===== src/rtl/core/owm_pkg.sv =====
`timescale 1ns / 1ps
// ----------------------------------------------------------------------------
// owm_pkg
// Types and constants shared by the 1-Wire master slot engine.
// ----------------------------------------------------------------------------
package owm_pkg;

  localparam int unsigned CNT_W = 9;
  localparam int unsigned FUNC_W = 3;

  typedef enum logic [2:0] {
    FUNC_TICK    = 3'd0,
    FUNC_RESET   = 3'd1,
    FUNC_WRITE   = 3'd2,
    FUNC_READ    = 3'd3,
    FUNC_RELEASE = 3'd4
  } func_code_t;

  typedef enum logic [3:0] {
    PH_IDLE    = 4'd0,
    PH_RST_LOW = 4'd1,
    PH_RST_WT  = 4'd2,
    PH_RST_REC = 4'd3,
    PH_WR_LOW  = 4'd4,
    PH_WR_REL  = 4'd5,
    PH_RD_LOW  = 4'd6,
    PH_RD_WT   = 4'd7,
    PH_RD_REC  = 4'd8
  } phase_t;

  localparam logic [CNT_W-1:0] RST_WAIT_US  = 9'd70;
  localparam logic [CNT_W-1:0] RST_REC_US   = 9'd410;
  localparam logic [CNT_W-1:0] WR1_LOW_US   = 9'd10;
  localparam logic [CNT_W-1:0] WR1_REL_US   = 9'd55;
  localparam logic [CNT_W-1:0] WR0_LOW_US   = 9'd65;
  localparam logic [CNT_W-1:0] WR0_REL_US   = 9'd5;
  localparam logic [CNT_W-1:0] RD_LOW_US    = 9'd3;
  localparam logic [CNT_W-1:0] RD_WAIT_US   = 9'd10;
  localparam logic [CNT_W-1:0] RD_REC_US    = 9'd53;

endpackage


===== src/rtl/core/one_wire_master_slot_engine_core.sv =====
`timescale 1ns / 1ps
// ----------------------------------------------------------------------------
// one_wire_master_slot_engine_core
// 1-Wire bus master: reset pulse, byte write, byte read and strong pull-up.
//
// Input channel (in_*): one transfer is either a microsecond tick carrying
// the sampled bus level, or a command taken while the engine is idle
// (commands arriving while busy are dropped without using time).
// Output channel (out_*): exactly one transfer per input transfer, giving
// bus drive, pull-up, busy/done flags, presence level and last read byte
// for the coming microsecond.
// Path: input register, then result register. Throughput: one transfer per
// clock while out_stall is low; the per-item work is one counter decrement
// and a phase update between those two registers.
// Stall: when out_stall holds the result register, the input register holds
// and in_stall rises in the same cycle; nothing is lost or repeated.
// Reset (rst_n low, synchronous): engine idle, counters cleared, presence
// level reads 1, pull-up off, read byte 0, both pipeline stages empty.
// ----------------------------------------------------------------------------
module one_wire_master_slot_engine_core #(
  parameter int unsigned RESET_LOW_US = 480
) (
  input  logic       clk,
  input  logic       rst_n,
  input  logic       in_valid,
  output logic       in_stall,
  input  logic [2:0] in_func,
  input  logic [7:0] in_data_byte,
  input  logic       in_power_after,
  input  logic       in_line_level,
  output logic       out_valid,
  input  logic       out_stall,
  output logic       out_drive_low,
  output logic       out_pullup_on,
  output logic       out_busy_res,
  output logic       out_done_res,
  output logic       out_presence_level,
  output logic [7:0] out_read_byte
);
  import owm_pkg::*;

  logic              s1_valid_r;
  logic [FUNC_W-1:0] s1_func_r;
  logic [7:0]        s1_data_r;
  logic              s1_power_r;
  logic              s1_level_r;
  logic              s1_move;

  phase_t           phase_r, phase_nxt;
  logic [CNT_W-1:0] cnt_r, cnt_nxt, cnt_dec;
  logic [2:0]       bit_r, bit_nxt, bit_inc;
  logic [7:0]       shift_r, shift_nxt;
  logic             presence_r, presence_nxt;
  logic             pu_active_r, pu_active_nxt;
  logic             pu_pending_r, pu_pending_nxt;
  logic [7:0]       last_read_r, last_read_nxt;
  logic             done_nxt;

  logic       out_valid_r;
  logic       out_drive_low_r, out_pullup_on_r, out_busy_r, out_done_r, out_presence_r;
  logic [7:0] out_read_byte_r;

  assign s1_move  = s1_valid_r && (!out_valid_r || !out_stall);
  assign in_stall = s1_valid_r && !s1_move;

  always_ff @(posedge clk) begin
    if (!rst_n) begin
      s1_valid_r <= 1'b0;
    end else if (!in_stall) begin
      s1_valid_r <= in_valid;
    end
  end

  always_ff @(posedge clk) begin
    if (in_valid && !in_stall) begin
      s1_func_r  <= in_func;
      s1_data_r  <= in_data_byte;
      s1_power_r <= in_power_after;
      s1_level_r <= in_line_level;
    end
  end

  assign cnt_dec = cnt_r - CNT_W'(1);
  assign bit_inc = bit_r + 3'd1;

  always_comb begin
    phase_nxt      = phase_r;
    cnt_nxt        = cnt_r;
    bit_nxt        = bit_r;
    shift_nxt      = shift_r;
    presence_nxt   = presence_r;
    pu_active_nxt  = pu_active_r;
    pu_pending_nxt = pu_pending_r;
    last_read_nxt  = last_read_r;
    done_nxt       = 1'b0;
    if (s1_func_r == FUNC_TICK) begin
      if (phase_r != PH_IDLE) begin
        cnt_nxt = cnt_dec;
        if (cnt_dec == '0) begin
          case (phase_r)
            PH_RST_LOW: begin
              phase_nxt = PH_RST_WT;
              cnt_nxt   = RST_WAIT_US;
            end
            PH_RST_WT: begin
              presence_nxt = s1_level_r;
              phase_nxt    = PH_RST_REC;
              cnt_nxt      = RST_REC_US;
            end
            PH_RST_REC: begin
              phase_nxt = PH_IDLE;
              done_nxt  = 1'b1;
            end
            PH_WR_LOW: begin
              phase_nxt = PH_WR_REL;
              cnt_nxt   = shift_r[bit_r] ? WR1_REL_US : WR0_REL_US;
            end
            PH_WR_REL: begin
              if (bit_r == 3'd7) begin
                bit_nxt        = '0;
                phase_nxt      = PH_IDLE;
                pu_active_nxt  = pu_active_r | pu_pending_r;
                pu_pending_nxt = 1'b0;
                done_nxt       = 1'b1;
              end else begin
                bit_nxt   = bit_inc;
                phase_nxt = PH_WR_LOW;
                cnt_nxt   = shift_r[bit_inc] ? WR1_LOW_US : WR0_LOW_US;
              end
            end
            PH_RD_LOW: begin
              phase_nxt = PH_RD_WT;
              cnt_nxt   = RD_WAIT_US;
            end
            PH_RD_WT: begin
              shift_nxt = {s1_level_r, shift_r[7:1]};
              phase_nxt = PH_RD_REC;
              cnt_nxt   = RD_REC_US;
            end
            PH_RD_REC: begin
              if (bit_r == 3'd7) begin
                bit_nxt       = '0;
                last_read_nxt = shift_r;
                phase_nxt     = PH_IDLE;
                done_nxt      = 1'b1;
              end else begin
                bit_nxt   = bit_inc;
                phase_nxt = PH_RD_LOW;
                cnt_nxt   = RD_LOW_US;
              end
            end
            default: begin
              phase_nxt = PH_IDLE;
            end
          endcase
        end
      end
    end else if (phase_r == PH_IDLE) begin
      case (s1_func_r)
        FUNC_RESET: begin
          pu_active_nxt  = 1'b0;
          pu_pending_nxt = 1'b0;
          phase_nxt      = PH_RST_LOW;
          cnt_nxt        = CNT_W'(RESET_LOW_US);
        end
        FUNC_WRITE: begin
          pu_active_nxt  = 1'b0;
          pu_pending_nxt = s1_power_r;
          shift_nxt      = s1_data_r;
          bit_nxt        = '0;
          phase_nxt      = PH_WR_LOW;
          cnt_nxt        = s1_data_r[0] ? WR1_LOW_US : WR0_LOW_US;
        end
        FUNC_READ: begin
          pu_active_nxt  = 1'b0;
          pu_pending_nxt = 1'b0;
          shift_nxt      = '0;
          bit_nxt        = '0;
          phase_nxt      = PH_RD_LOW;
          cnt_nxt        = RD_LOW_US;
        end
        FUNC_RELEASE: begin
          pu_active_nxt = 1'b0;
        end
        default: begin
        end
      endcase
    end
  end

  always_ff @(posedge clk) begin
    if (!rst_n) begin
      phase_r      <= PH_IDLE;
      cnt_r        <= '0;
      bit_r        <= '0;
      shift_r      <= '0;
      presence_r   <= 1'b1;
      pu_active_r  <= 1'b0;
      pu_pending_r <= 1'b0;
      last_read_r  <= '0;
    end else if (s1_move) begin
      phase_r      <= phase_nxt;
      cnt_r        <= cnt_nxt;
      bit_r        <= bit_nxt;
      shift_r      <= shift_nxt;
      presence_r   <= presence_nxt;
      pu_active_r  <= pu_active_nxt;
      pu_pending_r <= pu_pending_nxt;
      last_read_r  <= last_read_nxt;
    end
  end

  always_ff @(posedge clk) begin
    if (!rst_n) begin
      out_valid_r <= 1'b0;
    end else if (!out_valid_r || !out_stall) begin
      out_valid_r <= s1_valid_r;
    end
  end

  always_ff @(posedge clk) begin
    if (s1_move) begin
      out_drive_low_r <= (phase_nxt == PH_RST_LOW) || (phase_nxt == PH_WR_LOW) ||
                         (phase_nxt == PH_RD_LOW);
      out_pullup_on_r <= pu_active_nxt;
      out_busy_r      <= (phase_nxt != PH_IDLE);
      out_done_r      <= done_nxt;
      out_presence_r  <= presence_nxt;
      out_read_byte_r <= last_read_nxt;
    end
  end

  assign out_valid          = out_valid_r;
  assign out_drive_low      = out_drive_low_r;
  assign out_pullup_on      = out_pullup_on_r;
  assign out_busy_res       = out_busy_r;
  assign out_done_res       = out_done_r;
  assign out_presence_level = out_presence_r;
  assign out_read_byte      = out_read_byte_r;

  a_done_not_busy: assert property (@(posedge clk) disable iff (!rst_n)
    out_valid_r && out_done_r |-> !out_busy_r)
    else $error("done flagged while still busy");

  a_drive_needs_busy: assert property (@(posedge clk) disable iff (!rst_n)
    out_valid_r && out_drive_low_r |-> out_busy_r)
    else $error("line driven low while idle");

  a_no_pullup_in_slot: assert property (@(posedge clk) disable iff (!rst_n)
    out_valid_r && out_busy_r |-> !out_pullup_on_r)
    else $error("strong pull-up on during a bus sequence");

  a_count_live: assert property (@(posedge clk) disable iff (!rst_n)
    phase_r != PH_IDLE |-> cnt_r != '0)
    else $error("active phase with expired counter");

  a_move_fills_out: assert property (@(posedge clk) disable iff (!rst_n)
    s1_move |=> out_valid_r)
    else $error("result register empty after stage move");

endmodule


===== config.mk =====
export PLATFORM = sky130hd
export DESIGN_NAME = one_wire_master_slot_engine_core
export DESIGN_NICKNAME = d
export VERILOG_FILES = /design/src/rtl/core/owm_pkg.sv /design/src/rtl/core/one_wire_master_slot_engine_core.sv
export SDC_FILE = /design/constraint.sdc
export NUM_CORES = 1
export LEC_CHECK = 0
export ABC_AREA = 1
export ABC_CLOCK_PERIOD_IN_PS = 3490
export BUFFER_PORTS_ARGS = -buffer_cell sky130_fd_sc_hd__buf_4
export CAP_MARGIN = 20
export CORE_MARGIN = 4
export CORE_UTILIZATION = 40
export CTS_BUF_LIST = sky130_fd_sc_hd__clkbuf_4
export DETAILED_ROUTE_END_ITERATION = 16
export HOLD_SLACK_MARGIN = 0.06
export PLACE_DENSITY = 0.54
export SETUP_SLACK_MARGIN = 0.5
export SLEW_MARGIN = 20
export SYNTH_ARGS = -nofsm -noshare
export SYNTH_HDL_FRONTEND = slang
export SYNTH_SLANG_ARGS = --single-unit

===== constraint.sdc =====
create_clock -name clk -period 3.49 [get_ports clk]
set_input_delay 0.698 -clock clk [delete_from_list [all_inputs] [get_ports clk]]
set_output_delay 0.698 -clock clk [all_outputs]
set_load 0.1 [all_outputs]

* Yosys cells after proc, flatten, opt, wreduce, memory -nomap -nowiden
Index checks and enable logic that the tools add are counted.
** Storage, ports and cells
- Memory bits (read-only) :: 0
- Word-level logic and storage cells :: 137
- Memories :: 0
- Bits in latches :: 0
- Register bits after elaboration :: 63
- Output and inout port bits :: 15
- Input bits :: 17
- Bits in writable memories :: 0
** Cells by class
- $lt $le $gt $ge :: 2
- Add/subtract/negate cells :: 2
- Multipliers :: 0
- Divide/modulo/power cells :: 0
- Multiplexer cells :: 61
- Equality and inequality tests :: 22
- Bitwise operators :: 1
- Reduce and logical (&&, ||, !) cells :: 29
- Shifts and indexed selects :: 0
** Operators by type and width (count)
- 8-bit two-way mux :: 10
- 9-bit one-hot mux with 7 select lines :: 1
- 9-bit two-way mux :: 6
- 4-bit one-hot mux with 7 select lines :: 1
- 3-bit two-way mux :: 9
- 9-bit one-hot mux with 3 select lines :: 1
- 4-bit by 3-bit == test with 1-bit output, second input constant :: 6
- 1-bit two-way mux :: 20
- 4-bit two-way mux :: 4
- 8-bit one-hot mux with 2 select lines :: 1
- 7-bit two-way mux :: 2
- 4-bit one-hot mux with 3 select lines :: 1
- 6-bit AND reduction :: 2
- 4-bit nonzero test :: 3
- 2-bit by 1-bit inequality test with 1-bit output, second input constant :: 5
- 9-bit logical NOT :: 1
- 9-bit by 1-bit subtractor with 9-bit output, second input constant :: 1
- 4-bit by 1-bit == test with 1-bit output, second input constant :: 2
- 4-bit by 2-bit == test with 1-bit output, second input constant :: 2
- 3-bit by 4-bit less-than comparator with 1-bit output, second input constant :: 2
- 7-bit AND reduction :: 1
- 1-bit binary-select mux with 3-bit select :: 2
- 3-bit by 2-bit == test with 1-bit output, second input constant :: 2
- 3-bit == test, second input constant :: 2
- 18 further kinds :: 30

* Longest topological paths before layout
Gate-level depths: netlist (run 1).
- Depth after elaboration :: 9
- Depth in mapped cells :: 16
- Depth with buffers taken out :: 16

* Worst setup path after synthesis (run 1)
No wires, ideal clock.
- Path kind :: register to register
- From :: register out_valid_r (netlist: out_valid)
- To :: register s1_data_r[0] (enable)
- Data required time :: 3191 ps
- Period minus slack after synthesis :: 3207 ps
- Path buffers :: 0
- Data arrival time :: 2908 ps
- Slack :: 283 ps
- Cell stages (with the launch flop) :: 6
- Setup time :: 299 ps
- Cells stage by stage :: dfxtp_1 nand2_1 nor2_1 inv_1 nand2_1 inv_1
** Between the ends
- Cells in the longest elaborated chain, start to end :: 7
** Ends and longest elaborated chain
- from (decl) :: RTL line one_wire_master_slot_engine_core.sv:59 : logic out_valid_r;
- from (signal assigned) :: RTL line one_wire_master_slot_engine_core.sv:217 : out_valid_r <= s1_valid_r;
- 1-bit logical NOT :: RTL line one_wire_master_slot_engine_core.sv:63 : assign s1_move = s1_valid_r && (!out_valid_r || !out_stall);
- 1-bit logical OR :: RTL line one_wire_master_slot_engine_core.sv:63
- 1-bit logical AND :: RTL line one_wire_master_slot_engine_core.sv:63
- 1-bit logical NOT :: RTL line one_wire_master_slot_engine_core.sv:64 : assign in_stall = s1_valid_r && !s1_move;
- 1-bit logical AND :: RTL line one_wire_master_slot_engine_core.sv:64
- named net in_stall :: RTL line one_wire_master_slot_engine_core.sv:26 : output logic in_stall,
- 1-bit logical NOT :: RTL line one_wire_master_slot_engine_core.sv:75 : if (in_valid && !in_stall) begin
- 1-bit logical AND :: RTL line one_wire_master_slot_engine_core.sv:75
- to (signal assigned) :: RTL line one_wire_master_slot_engine_core.sv:77 : s1_data_r <= in_data_byte;
- to (decl) :: RTL line one_wire_master_slot_engine_core.sv:44 : logic [7:0] s1_data_r;
The timed path passes the listed nets, and every way through them passes these cells.
A chain may end at the register's enable or synchronous reset.

* Worst setup path in the final report (run 1)
- From :: register s1_func_r[0]
- To :: register shift_r[4]
** Between the ends
- Cells in the longest elaborated chain, start to end :: 4
- Elaborated cells between the ends (all ways) :: 12
- Classes of those cells :: eq/ne (5); mux (3); reduce/logical (4)
** Ends and longest elaborated chain
- from (decl) :: RTL line one_wire_master_slot_engine_core.sv:43 : logic [FUNC_W-1:0] s1_func_r;
- from (signal assigned) :: RTL line one_wire_master_slot_engine_core.sv:76 : s1_func_r <= in_func;
- 3-bit by 2-bit == test with 1-bit output :: RTL line one_wire_master_slot_engine_core.sv:159 : case (s1_func_r)
- 8-bit one-hot mux with 2 select lines :: RTL line one_wire_master_slot_engine_core.sv:159
- 8-bit two-way mux :: RTL line one_wire_master_slot_engine_core.sv:158 : end else if (phase_r == PH_IDLE) begin
- 8-bit two-way mux :: RTL line one_wire_master_slot_engine_core.sv:96 : if (s1_func_r == FUNC_TICK) begin
- to (signal assigned) :: RTL line one_wire_master_slot_engine_core.sv:205 : shift_r <= shift_nxt;
- to (decl) :: RTL line one_wire_master_slot_engine_core.sv:52 : logic [7:0] shift_r, shift_nxt;
Several ways; a longest one is shown, not always the timed one. The select of a mux whose other input is x is not followed.

==> results.md, run 1 <==
* Outcome: finished, final reports clean
* Layout area overhead at 12.8%
* First-pass GRT wire length at 14000 um
* Post-CTS Hold Buffers at 0
* Reg area at between 0.0015 and 0.002 mm^2
* Synth area leaders: edfxtp_1, dfxtp_1, nand2_1, inv_1, a21oi_1
* Critical Path AT at 2.85 ns
* PortBufs at 31
* Static leakage at ~1.8 nW
* Skew final at 0.0104 ns
* Fill cell count at about 890
* Yosys reg bits at 63
* Via count normalized by instance count at 5.06
* Fin nets at around 520
* GR Overflow Total at 0
* Syn_nets at 491
* Hold Path Class: in -> reg
* Htree depth at 3
* Total Neg Setup Slack at 0 ns
* Vias in the first global route at ~3000
* # DRC at 0
* Area of the multi-input gates at 0.00167 mm^2
* Post-Syn Instances at between 400 and 500
* Clk_lat worst skew at 0.39 ns
* Placed inst area at 0.00386 mm^2
* Synth Cell Area at 0.00354 mm^2
* Iter 0 DRT Violations at 161
* Core Rows at 34
* Proportion of layout cells with a drive suffix above 1 at 0.167
* Mean Syn Cell Area at 7.58 um^2
* Chip height at between 100 and 150 um
* Die Span X at 102 um
* Final ANT Viol Nets at 0
* Max-cap violation count at 0
* Post-DP HPWL at 6350 um
* Post-synth top area cell: edfxtp_1
* Count of cell types in the netlist at 38
* Routed WL at around 8500 um
* Drt first pass iters at 4
* CTS tree: done
* Max transition margin at 0.630
* Worst Path Max Fanout at 19
* VDD IR max at about 0.19 mV
* Crit start category: flop
* Core ar. at 0.00868 mm^2
* Root Buffer: clkbuf_4
* Pre-CTS setup slack at about 0.92 ns
* Worst-path clk slew at 0.11 ns
* Reg2reg start: s1_func_r[0]
* Initial antenna violation count at 0
* PD cells at about 410 mW/mm^2
* Worst-margin pin slew at 0.551 ns
* CP Class: reg -> reg
* Worst Setup SP: s1_func_r[0]
* Critical path data required time at 3.78 ns
* CTS Buffer Depth at 2
* TritonCTS Buffers at 9
* RSZ-0062 raised after global routing: no
* Worst Hold Launch: in_data_byte[6]
* Seq/Total Area, Yosys at 0.430
* DIE AREA at 0.0104 mm^2
* Total number of vias at about 3000
* Final Cycle Share at 0.735
* Slew Viols, Final at 0
* Final Setup Violations at 0
* Power Total at 1.65 mW
* Crit path time final at 2.57 ns
* Synth top area share at 0.220
* N_diodes at 0
* Final Hold Violating Endpoints at 0
* CP endpoint kind: flop
* Post-Route Utilization at 0.460
* Post-Layout Inst Area at about 0.0040 mm^2
* Fmax at 390 MHz
* Yosys warnings at 0
* IO Count at 32
* Final WS setup at roughly 0.9 ns
* Final GP Congestion at 0.881
* Tot GR Track Use at 0.171
* Sink Count at 63
* Initial Util at 0.408
* Largest net degree at the start of global routing at 34
* Drt wl/cell at approximately 14 um
[cells in the mapped netlist]
library cell and n:
nor2_8 2, ha_1 7, nor3b_1 1, inv_2 3, o21ai_0 49, nor2_4 2, nand3b_1 2, a21o_1 1
nand2_8 1, nand2_1 82, inv_1 69, nor2_2 5, edfxtp_1 26, clkbuf_1 11, o21bai_1 1, a31oi_1 1
nor3_2 1, nand2_2 6, a21oi_1 50, nand3_1 35, clkinv_4 1, buf_1 1, clkinv_1 2, a21oi_2 2
o21ai_1 4, o31ai_1 1, nand4_1 3, o21ai_2 9, o22ai_1 3, o221ai_1 1, buf_6 2, nor3_1 5
o211ai_1 3, dfxtp_1 37, nand2_4 2, nand3_4 1, xor2_1 1, nor2_1 34
[through the flow]
stage | hold WS (ns) | instances
floorplan | 0.440 | 467
global placement | 0.454 | 594
detailed placement | 0.472 | 594
CTS | 0.447 | 610
global route | 0.448 | 610
finish | 0.473 | 610
[kinds of logic (layout without fill, tap and decap cells)]
group           Yosys count  after routing  synth area share
fa+ha+maj                 7              7            0.0247
compound gates          125            125             0.195
xor+xnor                  1              1           0.00247
simple gates            182            182             0.248
buf+inv                  89            124             0.100
flops                    63             63             0.430
[state kept, by name (all words and copies together), names as in the netlist, 3 cells and up]
name / flops
last_read_r: 8
phase_r: 4
cnt_r: 9
s1_data_r: 8
shift_r: 8
bit_r: 3
out_read_byte: 8
s1_func_r: 3
[final timing paths]
check / to / slack, ns / cells past startpoint
worst max register to register: shift_r[4] / 0.92 / 13
worst min-delay path: s1_data_r[6] / 0.47 / 1
worst min register to register: presence_r / 0.49 / 2
worst max-delay path: shift_r[4] / 0.92 / 13
[area by class of cell]
cell class,instances,area share
inverters,75,0.0718
well taps,108,0.0338
flip-flops and latches,63,0.381
clock inverters,7,0.0160
clock buffers,9,0.0169
multi-input cells,315,0.418
repair buffers,33,0.0620
[cell usage in the layout, fill, tap and decap left out, types with 7 or more instances in the layout]
| master | synthesis | routed |
|---|---|---|
| dfxtp_1 | 37 | 37 |
| o21ai_0 | 49 | 49 |
| nand2_1 | 82 | 82 |
| buf_4 | 0 | 33 |
| edfxtp_1 | 26 | 26 |
| inv_1 | 69 | 69 |
| nor2_1 | 34 | 32 |
| nand3_1 | 35 | 35 |
| nor2_2 | 5 | 7 |
| clkbuf_4 | 0 | 9 |
| ha_1 | 7 | 7 |
| o21ai_2 | 9 | 9 |
| a21oi_1 | 50 | 50 |
[worst max-delay path, stage by stage (launching register included)]
cell	delay (ns)
edfxtp_1	0.45
nor2_2	0.18
inv_2	0.08
nor2_8	0.24
clkinv_1	0.14
ha_1	0.20
nor2_1	0.12
nand2_1	0.22
inv_2	0.16
nand2_1	0.10
clkinv_1	0.11
nand3_4	0.17
o21ai_0	0.22
a21oi_1	0.06
[where the power goes]
group          switching [mW]  internal (mW)
logic                   0.235         0.0983
registers              0.0263          0.809
clock network           0.272          0.212
[routing by layer]
metal | part of all wire | track usage | vias up
met5 | 0 | 0 | -
li1 | - | - | 1608
met1 | 0.51 | 0.240 | 1371
met4 | 0.028 | 0.0787 | 0
met3 | 0.047 | 0.0321 | 26
met2 | 0.42 | 0.255 | 84
[timing repair]
item | CTS | global route
buffers inserted | 0 | 0
resized for setup | 0 | 1
hold endpoints to repair | 0 | 0
endpoints found under the setup margin | 0 | 1
Power figures use the tool's default switching activity.
==> run 2: changes to the inputs <==
--- a/config.mk
+++ b/config.mk
@@ -6,7 +6,7 @@
 export NUM_CORES = 1
 export LEC_CHECK = 0
 export ABC_AREA = 1
-export ABC_CLOCK_PERIOD_IN_PS = 3490
+export ABC_CLOCK_PERIOD_IN_PS = 2400
 export BUFFER_PORTS_ARGS = -buffer_cell sky130_fd_sc_hd__buf_4
 export CAP_MARGIN = 20
 export CORE_MARGIN = 4
==> constraint.sdc (replaced) <==
create_clock -name clk -period 2.4 [get_ports clk]
set_input_delay 0.48 -clock clk [delete_from_list [all_inputs] [get_ports clk]]
set_output_delay 0.48 -clock clk [all_outputs]
set_load 0.1 [all_outputs]
==> run 2 against run 1 <==
Register-to-register slack got worse by 0.59 ns. Cell count increased by 3.9%. Clock power increased by 60%. Die area unchanged. Setup slack got worse by 0.59 ns. Flip-flop and latch count unchanged. Via count increased by 4.2%. Clock-buffer cell count increased by 1. Critical path type unchanged. Largest power group unchanged.
==> results.md, run 2 (synthesis results as in run 1) <==
* Crit-path slowest cell: dfxtp_4
* Critical path cell sequence: inv_4, ha_4, xor2_2, nor2_1, nand3_1, nor2_4, buf_6, nand3_2, nand2_1, nand2_1, nand2_2, inv_2, nand3_1, nand2_1
* Reg2reg end: out_drive_low
* Fill cell count at 857
* Clk_lat worst skew at roughly 0.43 ns
* Total Neg Setup Slack at 0 ns
* Worst Hold Launch: in_func[1]
* Commonest non-fill, non-tap cell in the layout: nand2_1
* # DRC at 0
* Power Total at 2.55 mW
* Crit start category: flop
* Slew Viols, Final at 0
* Via count normalized by instance count at 5.08
* CP top delay family: simple AND/OR/NAND/NOR gates
* Initial Util at 0.408
* Post-CTS Hold Buffers at 0
* Drt first pass iters at 5
* Commonest cells after routing, fill and taps aside: nand2_1, inv_1, buf_4, a21oi_1, o21ai_0
* Critical path data required time at 2.59 ns
* Max FFs per register at 9
* Drt wl/cell at 14.4 um
* RSZ-0062 raised after global routing: yes
* Fmax at 484 MHz
* Final GP Congestion at 0.909
* Worst path bufs/invs at 3
* Final Hold Violating Endpoints at 0
* Final Cycle Share at 0.861
* Worst Path Max Fanout at 4
* TritonCTS Buffers at 9
* Worst-path clk slew at 0.12 ns
* Max-cap violation count at 0
* Static leakage at ~1.9 nW
* Final ANT Viol Nets at 0
* Layout area overhead at 26.1%
* Proportion of layout cells with a drive suffix above 1 at 0.302
* Hold slack final at 0.222 ns
* Reg area at 0.00153 mm^2
* Chip height at between 100 and 150 um
* PD cells at 572 mW/mm^2
* Core ar. at roughly 0.0087 mm^2
* Fin nets at 545
* Largest net degree at the start of global routing at 34
* Top reg by flops: cnt_r
* Outcome: finished, final reports clean
* Hold Path Class: in -> reg
* Worst hold endpoint: s1_func_r[1]
* Htree depth at 3
* Core Rows at 34
* IO Count at 32
* Max transition margin at 0.675
* N_diodes at 0
* Critical path's most frequent cell: nand2_1
* Final WS setup at 0.333 ns
* Vias in the first global route at 2995
* CP endpoint kind: flop
* Delay of the slowest critical-path stage at ~0.38 ns
* Reg2reg start: cnt_r[0]
* Initial antenna violation count at 0
* Crit path time final at ~2.1 ns
* Tot GR Track Use at 0.182
* Worst Reg-to-Reg Cells at 14
* First-pass GRT wire length at 14900 um
* Iter 0 DRT Violations at 204
* GR Overflow Total at 0
* Die Span X at 102 um
* Root Buffer: clkbuf_4
* Post-DP HPWL at 6370 um
* VDD IR max at 0.352 mV
* Skew final at between 0.02 and 0.025 ns
* Routed WL at 9130 um
* PortBufs at 31
* Total number of vias at 3219
* Hold Crit Depth at 1
* Worst-margin pin slew at 0.487 ns
* CTS Buffer Depth at 2
* Critical Path AT at 2.26 ns
* Final Setup Violations at 0
* Area of the multi-input gates at 0.00193 mm^2
* Non-filler cells, final at approximately 630
* DP Cell Count at 602
* Worst R2R Setup Slack at 0.33 ns
* DIE AREA at roughly 0.010 mm^2
* Pre-CTS setup slack at 0.248 ns
* Sink Count at 63
* CP Class: reg -> reg
* CTS tree: done
-- run 2: cell types whose count changed in the layout (fill, tap and decap cells not counted), sizes merged --
cell | before | now
nand3 | 36 | 37
nand2 | 91 | 93
buf | 33 | 54
clkinv | 8 | 5
clkbuf | 9 | 10
inv | 72 | 74
-- run 2: final cells by class --
cell class / count / area share
multi-input combinational: 318 / 0.433
sequential: 63 / 0.343
timing repair buffer: 54 / 0.0944
inverter: 75 / 0.0669
tap: 108 / 0.0303
clock buffer: 10 / 0.0168
clock inverter: 6 / 0.0154
-- run 2: per-stage QoR --
step                      area [um^2]   util
after floorplan                  3630      -
after global placement           3990  0.460
after detailed placement         3990  0.460
after CTS                        4330  0.499
after global routing             4470  0.515
final                            4470  0.515
-- run 2: layer usage --
metal / GRT usage / part of all wire / vias up
met5: 0 / 0 / -
met4: 0.0686 / 0.011 / 0
met3: 0.0287 / 0.045 / 7
met2: 0.278 / 0.45 / 92
met1: 0.259 / 0.50 / 1460
li1: - / - / 1660
-- run 2: worst max-delay path by stage --
stage,startpoint,depth (start not counted),end
after CTS,cnt_r[0],12,cnt_r[4]
after global routing,cnt_r[0],14,out_drive_low
after global placement,cnt_r[1],11,out_presence_level
after detailed placement,cnt_r[0],11,out_read_byte[2]
final,cnt_r[0],14,out_drive_low
after floorplan,s1_func_r[1],15,shift_r[6]
-- run 2: where the power goes --
group | switching [mW] | internal (mW)
Clock | 0.436 | 0.336
Sequential | 0.0365 | 1.18
Combinational | 0.382 | 0.186
-- run 2: what timing repair did --
| item | in CTS | in global routing |
|---|---|---|
| endpoints found under the setup margin | 44 | 47 |
| resized for setup | 27 | 27 |
| gates cloned | 1 | 2 |
| pin swaps | 15 | 15 |
| endpoints found under the hold margin | 0 | 0 |
| setup buffers | 10 | 3 |
-- run 2: worst register-to-register path, cell delays in order, from the launching register on --
cell,delay (ns)
dfxtp_4,0.38
inv_4,0.04
ha_4,0.16
xor2_2,0.14
nor2_1,0.14
nand3_1,0.14
nor2_4,0.24
buf_6,0.16
nand3_2,0.06
nand2_1,0.07
nand2_1,0.06
nand2_2,0.10
inv_2,0.04
nand3_1,0.06
nand2_1,0.05
